$ cat src/rtl/spba_pkg.sv
`default_nettype none

package spba_pkg;

  // Default number of bins
  localparam int unsigned BIN_COUNT_DEF = 4096;

  // Bin sums and counts never pass BIN_FIELD_MAX
  localparam logic [30:0] BIN_FIELD_MAX = 31'h7FFF_FFFF;

  // Configuration port
  localparam int unsigned CFG_IDX_W  = 2;
  localparam int unsigned CFG_DATA_W = 12;

  localparam logic [CFG_IDX_W-1:0] REG_LOW_THRESHOLD     = 2'd0;
  localparam logic [CFG_IDX_W-1:0] REG_MAX_PAIR_DELTA    = 2'd1;
  localparam logic [CFG_IDX_W-1:0] REG_MAX_STEP_DISTANCE = 2'd2;

  localparam logic [CFG_DATA_W-1:0] LOW_THRESHOLD_RST     = 12'd0;
  localparam logic [CFG_DATA_W-1:0] MAX_PAIR_DELTA_RST    = 12'd4095;
  localparam logic [CFG_DATA_W-1:0] MAX_STEP_DISTANCE_RST = 12'd4095;

  // Commands
  localparam logic CMD_ADD  = 1'b0;
  localparam logic CMD_READ = 1'b1;

  // Result status codes
  localparam logic [1:0] STATUS_ACCEPTED  = 2'd0;
  localparam logic [1:0] STATUS_DROPPED   = 2'd1;
  localparam logic [1:0] STATUS_DISCARDED = 2'd2;
  localparam logic [1:0] STATUS_RANGE     = 2'd3;

  // Input beat
  typedef struct packed {
    logic        command;
    logic [15:0] ref_reading;
    logic [15:0] dut_reading;
    logic [11:0] read_index;
  } in_t;

  // Output beat
  typedef struct packed {
    logic [1:0]  status;
    logic [30:0] bin_sum;
    logic [30:0] bin_count;
    logic [31:0] total_pairs;
    logic [31:0] valid_pairs;
    logic [31:0] dropped_pairs;
    logic [31:0] discarded_pairs;
  } out_t;

  // Controller to datapath
  typedef struct packed {
    logic clear_step;  // write zero at the clear pointer, advance it
    logic latch_item;  // capture the input beat
    logic commit;      // update state and load the output register
  } ctrl_cmd_t;

  // Datapath to controller
  typedef struct packed {
    logic clear_last;  // clear pointer is at the last bin
    logic out_free;    // output register can take a result this cycle
  } ctrl_sts_t;

endpackage

`default_nettype wire

$ cat src/rtl/spba_ctrl.sv
`default_nettype none

module spba_ctrl (
  input  wire logic                clk_i,
  input  wire logic                rst_ni,
  input  wire logic                in_valid_i,
  output logic                     in_ready_o,
  input  wire spba_pkg::ctrl_sts_t sts_i,
  output spba_pkg::ctrl_cmd_t      cmd_o
);

  typedef enum logic [1:0] {
    S_CLEAR,
    S_IDLE,
    S_FETCH,
    S_EXEC
  } state_e;

  state_e state_q;
  logic   in_ready_q;
  logic   accept;

  assign accept = in_valid_i && in_ready_q;

  // State and ready
  always_ff @(posedge clk_i or negedge rst_ni) begin
    if (!rst_ni) begin
      state_q    <= S_CLEAR;
      in_ready_q <= 1'b0;
    end else begin
      case (state_q)
        S_CLEAR: begin
          if (sts_i.clear_last) begin
            state_q    <= S_IDLE;
            in_ready_q <= 1'b1;
          end
        end
        S_IDLE: begin
          if (accept) begin
            state_q    <= S_FETCH;
            in_ready_q <= 1'b0;
          end
        end
        S_FETCH: begin
          state_q <= S_EXEC;
        end
        S_EXEC: begin
          if (sts_i.out_free) begin
            state_q    <= S_IDLE;
            in_ready_q <= 1'b1;
          end
        end
        default: begin
          state_q    <= S_CLEAR;
          in_ready_q <= 1'b0;
        end
      endcase
    end
  end

  // Datapath commands
  assign cmd_o.clear_step = (state_q == S_CLEAR);
  assign cmd_o.latch_item = accept;
  assign cmd_o.commit     = (state_q == S_EXEC) && sts_i.out_free;

  assign in_ready_o = in_ready_q;

endmodule

`default_nettype wire

$ cat config.mk
export PLATFORM = sky130hd
export DESIGN_NAME = spba_ctrl
export DESIGN_NICKNAME = d
export VERILOG_FILES = /design/src/rtl/spba_pkg.sv /design/src/rtl/spba_ctrl.sv
export SDC_FILE = /design/constraint.sdc
export NUM_CORES = 1
export LEC_CHECK = 0
export ABC_AREA = 0
export BUFFER_PORTS_ARGS = -buffer_cell sky130_fd_sc_hd__buf_2
export CORE_AREA = 8 8 45 47
export CTS_CLUSTER_SIZE = 30
export DETAILED_ROUTE_END_ITERATION = 12
export DIE_AREA = 0 0 53 55
export PLACE_DENSITY = 0.43
export SLEW_MARGIN = 20
export SYNTH_ARGS = -nofsm -noshare
export SYNTH_HDL_FRONTEND = slang
export SYNTH_SLANG_ARGS = --single-unit
$ cat constraint.sdc
create_clock -name clk_i -period 4.4 [get_ports clk_i]
set_clock_uncertainty 0.15 [all_clocks]
set_input_delay 0.44 -clock clk_i [delete_from_list [all_inputs] [get_ports clk_i]]
set_output_delay 0.44 -clock clk_i [all_outputs]
set_load 0.01 [all_outputs]
# ---- Word-level counts from Yosys, hierarchy flattened
# Index checks and enable logic that the tools add are counted.
dict set report totals {
  register_bits 3
  in_bits 5
  output_inout_bits 4
  wordCells 22
}
dict set report op_classes {
  n_eq_ne 6
  muxes 8
  reduce_logical 6
}
# operator count
set ops {}
lappend ops {{one-hot mux 2 bit (4 select lines)} 1}
lappend ops {{2-to-1 mux 2 bit} 3}
lappend ops {{!= test 2 bit, second input constant} 3}
lappend ops {{== test 2 bit, second input constant} 2}
lappend ops {{AND reduction 4 bit} 1}
lappend ops {{2-to-1 mux 1 bit} 3}
lappend ops {{one-hot mux 1 bit (3 select lines)} 1}
lappend ops {{AND reduction 3 bit} 1}
lappend ops {{nonzero test 3 bit} 1}
lappend ops {{== test 2 x 1 -> 1 bit, second input constant} 1}
lappend ops {{logical AND 1 bit} 2}
lappend ops {{logical NOT 2 bit} 1}

# ---- Logic depth before layout (Yosys ltp)
# Gate-level depths: netlist of run 1.
dict set report logic_depth {
  ltp_word 3
  depth_mapped 5
  mapped_depth_nobuf 5
}

# ---- Worst setup path before layout of run 1
# No wires, ideal clock.
dict set report synth_path {
  path_kind {register to register}
  start {register state_q[0]}
  end {register state_q[1]}
  setup_ps 125
  arrival_time_ps 1375
  slack_ps 2750
  path_stages_with_launch 6
  period_less_slack_ps 1650
  cell_sequence {dfrtp_1 > inv_1 > ha_1 > nor2b_1 > a211o_1 > mux2_4}
}
# item line_no
set synth_lines {}
lappend synth_lines {{from (decl)} spba_ctrl.sv:19} ;# state_e state_q;
lappend synth_lines {{from (signal assigned)} spba_ctrl.sv:28} ;# state_q <= S_CLEAR;
lappend synth_lines {{from (signal assigned)} spba_ctrl.sv:34} ;# state_q <= S_IDLE;
lappend synth_lines {{from (signal assigned)} spba_ctrl.sv:40} ;# state_q <= S_FETCH;

# ---- Final worst setup path of run 1
dict set report layout_path {
  start {register state_q[0]}
  end {register state_q[1]}
}
dict set report layout_via {
  elab_chain_cells 3
  elab_cells_between_ends 9
  cone_classes {eq/ne: 6; mux: 1; reduce/logical: 2}
}
# item line_no
set layout_lines {}
lappend layout_lines {{== test 2 x 1 -> 1 bit, or another cell as far along} spba_ctrl.sv:31} ;# case (state_q)
lappend layout_lines {{!= test 2 bit (no source line)} --}
lappend layout_lines {{AND reduction 3 bit (no source line)} --}
# Parallel ways exist; a longest one is shown, timed or not.
# A chain may end at the register's enable or synchronous reset.

==> out/qor.yml, run 1 <==
status: "finished clean"
synth-seq-area-share: 0.323
critPathCaptureType: "flip-flop"
critPathArrivalTime_ns: 1.68
synth_warnings: 0
path_clk_slew_ns: 0.04
clockBufferDepth: 2
maxCapViolCount: 0
synth-async-reset-ratio: 1.00
synth_nets: 31
gr-usage-all-layers: 0.0378
grt_pass1_vias: 185
max_slew_margin: 0.777
final_nets: 44
power_mw: 0.205
layout-drive-gt1-share: 0.382
dieArea_um2: 2920
gp_congestion: 0.645
clock-root-buffer: "clkbuf_4"
rsz0062_at_grt: "false"
slowest_delay_ns: 0.40
crit_required_ns: 4.36
vdd_drop_max_v: 0.000246
postCtsResizedCells: 0
worst-r2r-setup-slack_ns: 2.68
ant_nets: 0
synth.area.mux_share: 0.0645
hold_ws_ns: 0.378
coreArea_um2: 1380
stdcell_count: 50
numCtsBuffers: 3
period_share: 0.392
synth_area_leaders: "dfrtp_1, ha_1, o41ai_1"
port_buffers: 8
wirelength_um: 484
synthXorXnorAreaFrac: 0
r2r-end: "state_q[1]"
synth.top_cells.by_count: "ha_1, inv_1, dfrtp_1, o41ai_1"
rows: 14
grt_pass1_wl_um: 765
viasPerCell: 3.66
synth-main-ff-cell: "dfrtp_1"
synth_seq_cells: 3
synth-adder-area-share: 0.215
power_density_nw_per_um2: 638
crit_fanout: 5
grt_max_degree: 6
crit_chain: "inv_1 > ha_1 > nor2b_1 > a211o_1 > mux2_4"
insertion_delay_ns: 0.23
synth-edff-count: 0
overflow: 0
setup_viol: 0
cts_sinks: 3
drv_slew: 0
hpwl_um: 402
reg2reg_depth: 5
synth_top_family_by_area: "adder cells"
hold_viol: 0
cts_hold_buf: 1
synth_compound_area_frac: 0.151
fin_tns_setup_ns: 0
dr_total_vias: 183
dr.first_iter.drc_count: 1
initial_core_util: 0.168
synth_top_area_frac: 0.323
crit_start: "state_q[0]"
cts_setup_buffers: 0
syn2layout_area_growth_pct: 38.2
synth_cells: 22
cts_tree: "built"
placed_cells: 45
antenna_cells: 0
hold_path_class: "input pin to asynchronous set/reset pin"
first_pass_iters: 2
syn_area_per_cell_um2: 10.6
antenna_found_initial: 0
crit_type: "flip-flop to flip-flop"
timing.rr.start: "state_q[0]"
cp-start-kind: "flip-flop"
htree_levels: 1
fin_crit_ns: 1.72
synth_cell_types: 13
endpoint: "state_q[1]"
die-width_um: 53
die_y_um: 55
yosys.area.top_type: "dfrtp_1"
drc_errors: 0
ios: 9
leakagePower_nw: 0.177
tightest_slew_ns: 0.334
yosys.area_share.simple: 0.151
wl_per_cell_um: 9.68
clock.fmax_ghz: 0.580
synth_area_um2: 233
slowest_stage: "dfrtp_1"
==> layer usage <==
layer / routed length, um / part of all wire / track usage
met2: 212 / 0.44 / 0.0508
met4: 0 / 0 / 0.0388
met5: 0 / 0 / 0
met3: 64 / 0.13 / 0.0241
met1: 207 / 0.43 / 0.0382
==> cell families after synthesis <==
kind of cell	count (synthesis)
flip-flops	3
AO/OA/AOI/OAI	4
adder cells (fa/ha/maj)	4
multiplexers	1
AND/OR/NAND/NOR	5
buffers and inverters	5
==> cell type report <==
| type | count | area [um^2] |
|---|---|---|
| fill | 155 | 1060 |
| timing repair buffer | 9 | 50.0 |
| clock buffer | 4 | 26.3 |
| sequential | 3 | 75.1 |
| multi-input combinational | 14 | 135 |
| inverter | 4 | 15.0 |
| tap | 16 | 20.0 |
==> cell usage in the layout (no fill, tap or decap) <==
master and n:
dfrtp_1 3, ha_1 4, a211o_1 1, nor2b_1 1, clkbuf_4 3, buf_2 8
o41ai_1 2, clkbuf_1 1, and2_1 1, nor2b_4 1, nand2_1 1, nor3_1 1
mux2_4 1, dlygate4sd3_1 1, inv_1 4, o32ai_1 1
==> worst min-delay path by stage <==
stage | depth (start not counted) | startpoint | endpoint
final | 2 | rst_ni | state_q[1]
after detailed placement | 1 | rst_ni | state_q[1]
after global placement | 1 | rst_ni | state_q[0]
after floorplan | 0 | rst_ni | in_ready_o
after global routing | 2 | rst_ni | state_q[1]
after CTS | 2 | rst_ni | state_q[1]
==> sequential cells by signal (all words and copies together), names as in the netlist <==
signal      count
in_ready_o      1
state_q         2
==> through the flow <==
step | cell area, um^2 | setup slack (ns) | utilization
5_1_grt | 322 | 2.59 | 0.232
6_report | 322 | 2.68 | 0.232
3_5_place_dp | 285 | 2.69 | 0.206
2_1_floorplan | 233 | 2.75 | -
4_1_cts | 322 | 2.68 | 0.232
3_3_place_gp | 285 | 2.72 | 0.206
==> power breakdown <==
| part | leakage [nW] | internal (mW) | switching [mW] |
|---|---|---|---|
| Combinational | 0.129 | 0.0571 | 0.0481 |
| Clock | 0.0150 | 0.0339 | 0.0133 |
| Sequential | 0.0325 | 0.0412 | 0.0116 |
==> worst max-delay path, delay by kind of cell, from the launching register on <==
kind,cells,cell delay [ns]
AO/OA/AOI/OAI,1,0.17
adder cells (fa/ha/maj),1,0.17
buffers and inverters,1,0.12
flip-flops,1,0.40
multiplexers,1,0.29
AND/OR/NAND/NOR,1,0.31
Power figures use the tool's default switching activity.
==> run 2, diff against run 1 <==
Clock period 4.4 ns to 1.7 ns, I/O delays scaled along.
==> run 2 against run 1 <==
First-iteration DRC count rose by 100%. Sequential power rose to 2.6 times the previous value. Cell count rose by 2.0%. Critical path type unchanged. Clock-buffer cell count did not move. Worst setup slack got worse by 2.6 ns. Total power rose to 2.8 times the previous value.
==> out/qor.yml, run 2 (synthesis results as in run 1) <==
leakagePower_nw: 0.181
rsz0062_at_grt: "false"
gp_congestion: 0.797
placed_cells: 45
hold_path_class: "input pin to asynchronous set/reset pin"
fin_tns_setup_ns: 0
ant_nets: 0
grt_max_degree: 6
slowest_stage: "dfrtp_1"
wirelength_um: 528
max_slew_margin: 0.758
antenna_found_initial: 0
critPathArrivalTime_ns: 1.57
largest_reg_flops: 2
overflow: 0
power_density_nw_per_um2: 1680
fin_area_um2: 337
vdd_drop_max_v: 0.000576
critPathCaptureType: "flip-flop"
tightest_slew_ns: 0.359
clockBufferDepth: 2
cts_tree: "built"
coreArea_um2: 1380
crit_chain: "ha_1 > nor2b_4 > a211o_1 > mux2_4"
port_buffers: 8
antenna_cells: 0
final_nets: 45
period_share: 0.948
path_clk_slew_ns: 0.04
crit_required_ns: 1.66
fin_crit_ns: 1.61
regMostFlops: "state_q"
ios: 9
clock-root-buffer: "clkbuf_4"
gr-usage-all-layers: 0.0432
drc_errors: 0
wl_per_cell_um: 10.4
cts_sinks: 3
maxCapViolCount: 0
reg2reg_depth: 4
slowest_delay_ns: 0.40
die_y_um: 55
clock.fmax_ghz: 0.621
hold_viol: 0
crit_type: "flip-flop to flip-flop"
numCtsBuffers: 3
viasPerCell: 3.86
dieArea_um2: 2920
die-width_um: 53
grt_pass1_vias: 218
dr_total_vias: 197
initial_core_util: 0.168
layout-drive-gt1-share: 0.457
setup_ws_ns: 0.0884
dpl_worst_slack_ns: 0.00162
first_pass_iters: 2
htree_levels: 1
cp-start-kind: "flip-flop"
postPlaceCellArea_um2: 285
syn2layout_area_growth_pct: 44.6
hpwl_um: 435
layout_commonest_cell: "buf_2"
rows: 14
status: "finished clean"
final_cell_mix: "buf_2, ha_1, inv_1, clkbuf_4, dfrtp_1"
stdcell_count: 51
setup_viol: 0
fin_util: 0.243
drv_slew: 0
grt_pass1_wl_um: 876
dr.first_iter.drc_count: 2
insertion_delay_ns: 0.23
crit_fanout: 5
## run 2: cell count changes in the layout (fill, tap and decap cells not counted)
cell / change
buf_4: +1
nor2b_1: -1
inv_2: +1
nor2b_4: +1
inv_1: -1
## run 2: area by class of cell
class	instances	area (um^2)
repair buffers	10	57.6
fillers	150	1050
well taps	16	20.0
clock buffers	4	26.3
inverters	4	15.0
flip-flops and latches	3	75.1
multi-input cells	14	143
## run 2: per-stage QoR
step / total power [mW] / hold WS, ns
finish: 0.564 / 0.109
global route: 0.622 / 0.113
detailed placement: 0.421 / -0.183
CTS: 0.558 / 0.0989
floorplan: 0.346 / -0.276
global placement: 0.412 / -0.183
## run 2: per-layer routing
layer | track usage | up-vias | share of wire | wire length [um]
li1 | - | 102 | - | -
met1 | 0.0396 | 89 | 0.43 | 228
met2 | 0.0605 | 6 | 0.45 | 239
met3 | 0.0267 | 0 | 0.11 | 59
met4 | 0.0517 | 0 | 0 | 0
met5 | 0 | - | 0 | 0
## run 2: worst paths after layout
check,from,endpoint,slack [ns]
max in group asynchronous,rst_ni,state_q[1],1.19
worst min register to register,in_ready_o,in_ready_o,0.40
worst max register to register,state_q[0],state_q[1],0.09
worst min-delay path,rst_ni,state_q[0],0.11
worst max-delay path,state_q[0],state_q[1],0.09
min in group clk_i,in_valid_i,in_ready_o,0.12
## run 2: timing repair
action | CTS | global route
setup buffers | 0 | 1
resized for setup | 1 | 2
hold endpoints to repair | 3 | 0
endpoints found under the setup margin | 1 | 1
hold buffers | 1 | 0
## run 2: where the power goes
group	internal, mW	switching, mW
clock	0.0879	0.0353
combinational	0.169	0.136
sequential	0.107	0.0297
total	0.363	0.201
## run 2: critical path: cells and delay by family (launching register included)
family                   cells  cell delay [ns]
AND/OR/NAND/NOR              1             0.14
multiplexers                 1             0.30
AO/OA/AOI/OAI                1             0.28
adder cells (fa/ha/maj)      1             0.22
flip-flops                   1             0.40
==> run 3, diff against run 2 <==
--- a/constraint.sdc
+++ b/constraint.sdc
@@ -4,2 +4,2 @@
 set_output_delay 0.17 -clock clk_i [all_outputs]
-set_load 0.01 [all_outputs]
+set_load 0.02 [all_outputs]
==> run 3 against run 2 <==
Combinational power up 7.9%. Critical endpoint unchanged. Clock power about the same. Die area unchanged. Critical path type unchanged. Routed wire length up 3.0%. Total power up 4.1%. Cell count unchanged. First-iteration DRC count rose to 6.0 times the previous value. Sequential share of layout area down 0.16 points. Largest cell class unchanged. Sequential power about the same. Clock-buffer cell count unchanged. Fmax down 0.61%. Hold slack worse by 0.00068 ns.
==> out/qor.yml, run 3 (synthesis results as in run 1) <==
dr.first_iter.drc_count: 12
worst-r2r-setup-slack_ns: 0.08
stdcell_count: 51
die_y_um: 55
clock.fmax_ghz: 0.617
crit_chain: "inv_2 > ha_2 > nor2b_4 > a211o_1 > mux2_4"
crit_type: "flip-flop to flip-flop"
syn2layout_area_growth_pct: 45.7
cts_sinks: 3
dpl_worst_slack_ns: 0.0262
gp_congestion: 0.623
maxCapViolCount: 0
final_nets: 45
max_slew_margin: 0.800
layout-drive-gt1-share: 0.486
first_pass_iters: 4
setup_viol: 0
numCtsBuffers: 3
regArea_um2: 75.1
hpwl_um: 435
wl_per_cell_um: 10.7
gr-usage-all-layers: 0.0372
coreArea_um2: 1380
fin_area_um2: 339
slowest_stage: "dfrtp_1"
layout_commonest_cell: "buf_2"
fin_crit_ns: 1.62
leakagePower_nw: 0.179
dr_total_vias: 201
placed_cells: 45
vdd_drop_max_v: 0.000621
clock-root-buffer: "clkbuf_4"
fillCellCount: 153
ios: 9
hold_ws_ns: 0.109
period_share: 0.954
htree_levels: 1
antenna_cells: 0
drv_slew: 0
overflow: 0
wirelength_um: 544
grt_pass1_wl_um: 759
critPathCaptureType: "flip-flop"
largest_reg_flops: 2
hold_path_class: "input pin to asynchronous set/reset pin"
critPathArrivalTime_ns: 1.58
grt_max_degree: 6
antenna_found_initial: 0
setup_ws_ns: 0.0786
regMostFlops: "state_q"
viasPerCell: 3.94
tightest_slew_ns: 0.296
final_cell_mix: "buf_2, inv_1, ha_1, clkbuf_4, dfrtp_1"
crit_fanout: 5
dieArea_um2: 2920
clockBufferDepth: 2
rsz0062_at_grt: "false"
rows: 14
hold_viol: 0
insertion_delay_ns: 0.23
cts_tree: "built"
initial_core_util: 0.168
path_clk_slew_ns: 0.04
crit_required_ns: 1.66
cp-start-kind: "flip-flop"
grt_pass1_vias: 190
power_density_nw_per_um2: 1730
fin_tns_setup_ns: 0
port_buffers: 8
ant_nets: 0
postPlaceCellArea_um2: 288
status: "finished clean"
die-width_um: 53
multiInputGateArea_um2: 145
slowest_delay_ns: 0.38
drc_errors: 0
run 3: cell types whose count changed in the layout (fill, tap and decap cells not counted):
cell  before  now
ha_1       4    3
ha_2       0    1
run 3: report_power, final:
group | internal, mW | total, mW | leakage (nW) | switching (mW)
combinational | 0.171 | 0.329 | 0.132 | 0.159
sequential | 0.107 | 0.136 | 0.0325 | 0.0298
clock | 0.0878 | 0.122 | 0.0150 | 0.0341
total | 0.365 | 0.587 | 0.179 | 0.223
run 3: layer usage:
| metal | vias up | track usage | share of wire |
|---|---|---|---|
| met4 | 0 | 0.0388 | 0 |
| met1 | 94 | 0.0351 | 0.40 |
| li1 | 101 | - | - |
| met2 | 6 | 0.0586 | 0.52 |
| met3 | 0 | 0.0160 | 0.081 |
| met5 | - | 0 | 0 |
run 3: area by class of cell:
type / count / area share
multi-input combinational: 14 / 0.428
clock buffer: 4 / 0.0775
tap: 16 / 0.0590
sequential: 3 / 0.221
timing repair buffer: 10 / 0.170
inverter: 4 / 0.0443
run 3: worst paths after layout:
check,from,endpoint,cells past startpoint
max,state_q[0],state_q[1],5
min,rst_ni,state_q[1],2
max reg2reg,state_q[0],state_q[1],5
min reg2reg,in_ready_o,in_ready_o,2
max in group asynchronous,rst_ni,in_ready_o,2
min in group clk_i,in_valid_i,in_ready_o,4
run 3: repair_timing:
| action | in CTS | in global routing |
|---|---|---|
| endpoints found under the setup margin | 0 | 1 |
| endpoints found under the hold margin | 3 | 0 |
| setup buffers | 0 | 1 |
| hold buffers | 1 | 0 |
| resized for setup | 0 | 3 |
run 3: critical path, delay by kind of cell (launching register included):
kind	cells	cell delay, ns
flip-flops	1	0.38
buffers and inverters	1	0.07
adder cells (fa/ha/maj)	1	0.18
multiplexers	1	0.30
AO/OA/AOI/OAI	1	0.28
AND/OR/NAND/NOR	1	0.14
run 3: metrics by stage:
step           utilization  power [mW]
3_5_place_dp         0.208       0.443
3_3_place_gp         0.208       0.434
6_report             0.245       0.587
2_1_floorplan            -       0.373
5_1_grt              0.245       0.640
4_1_cts              0.234       0.578
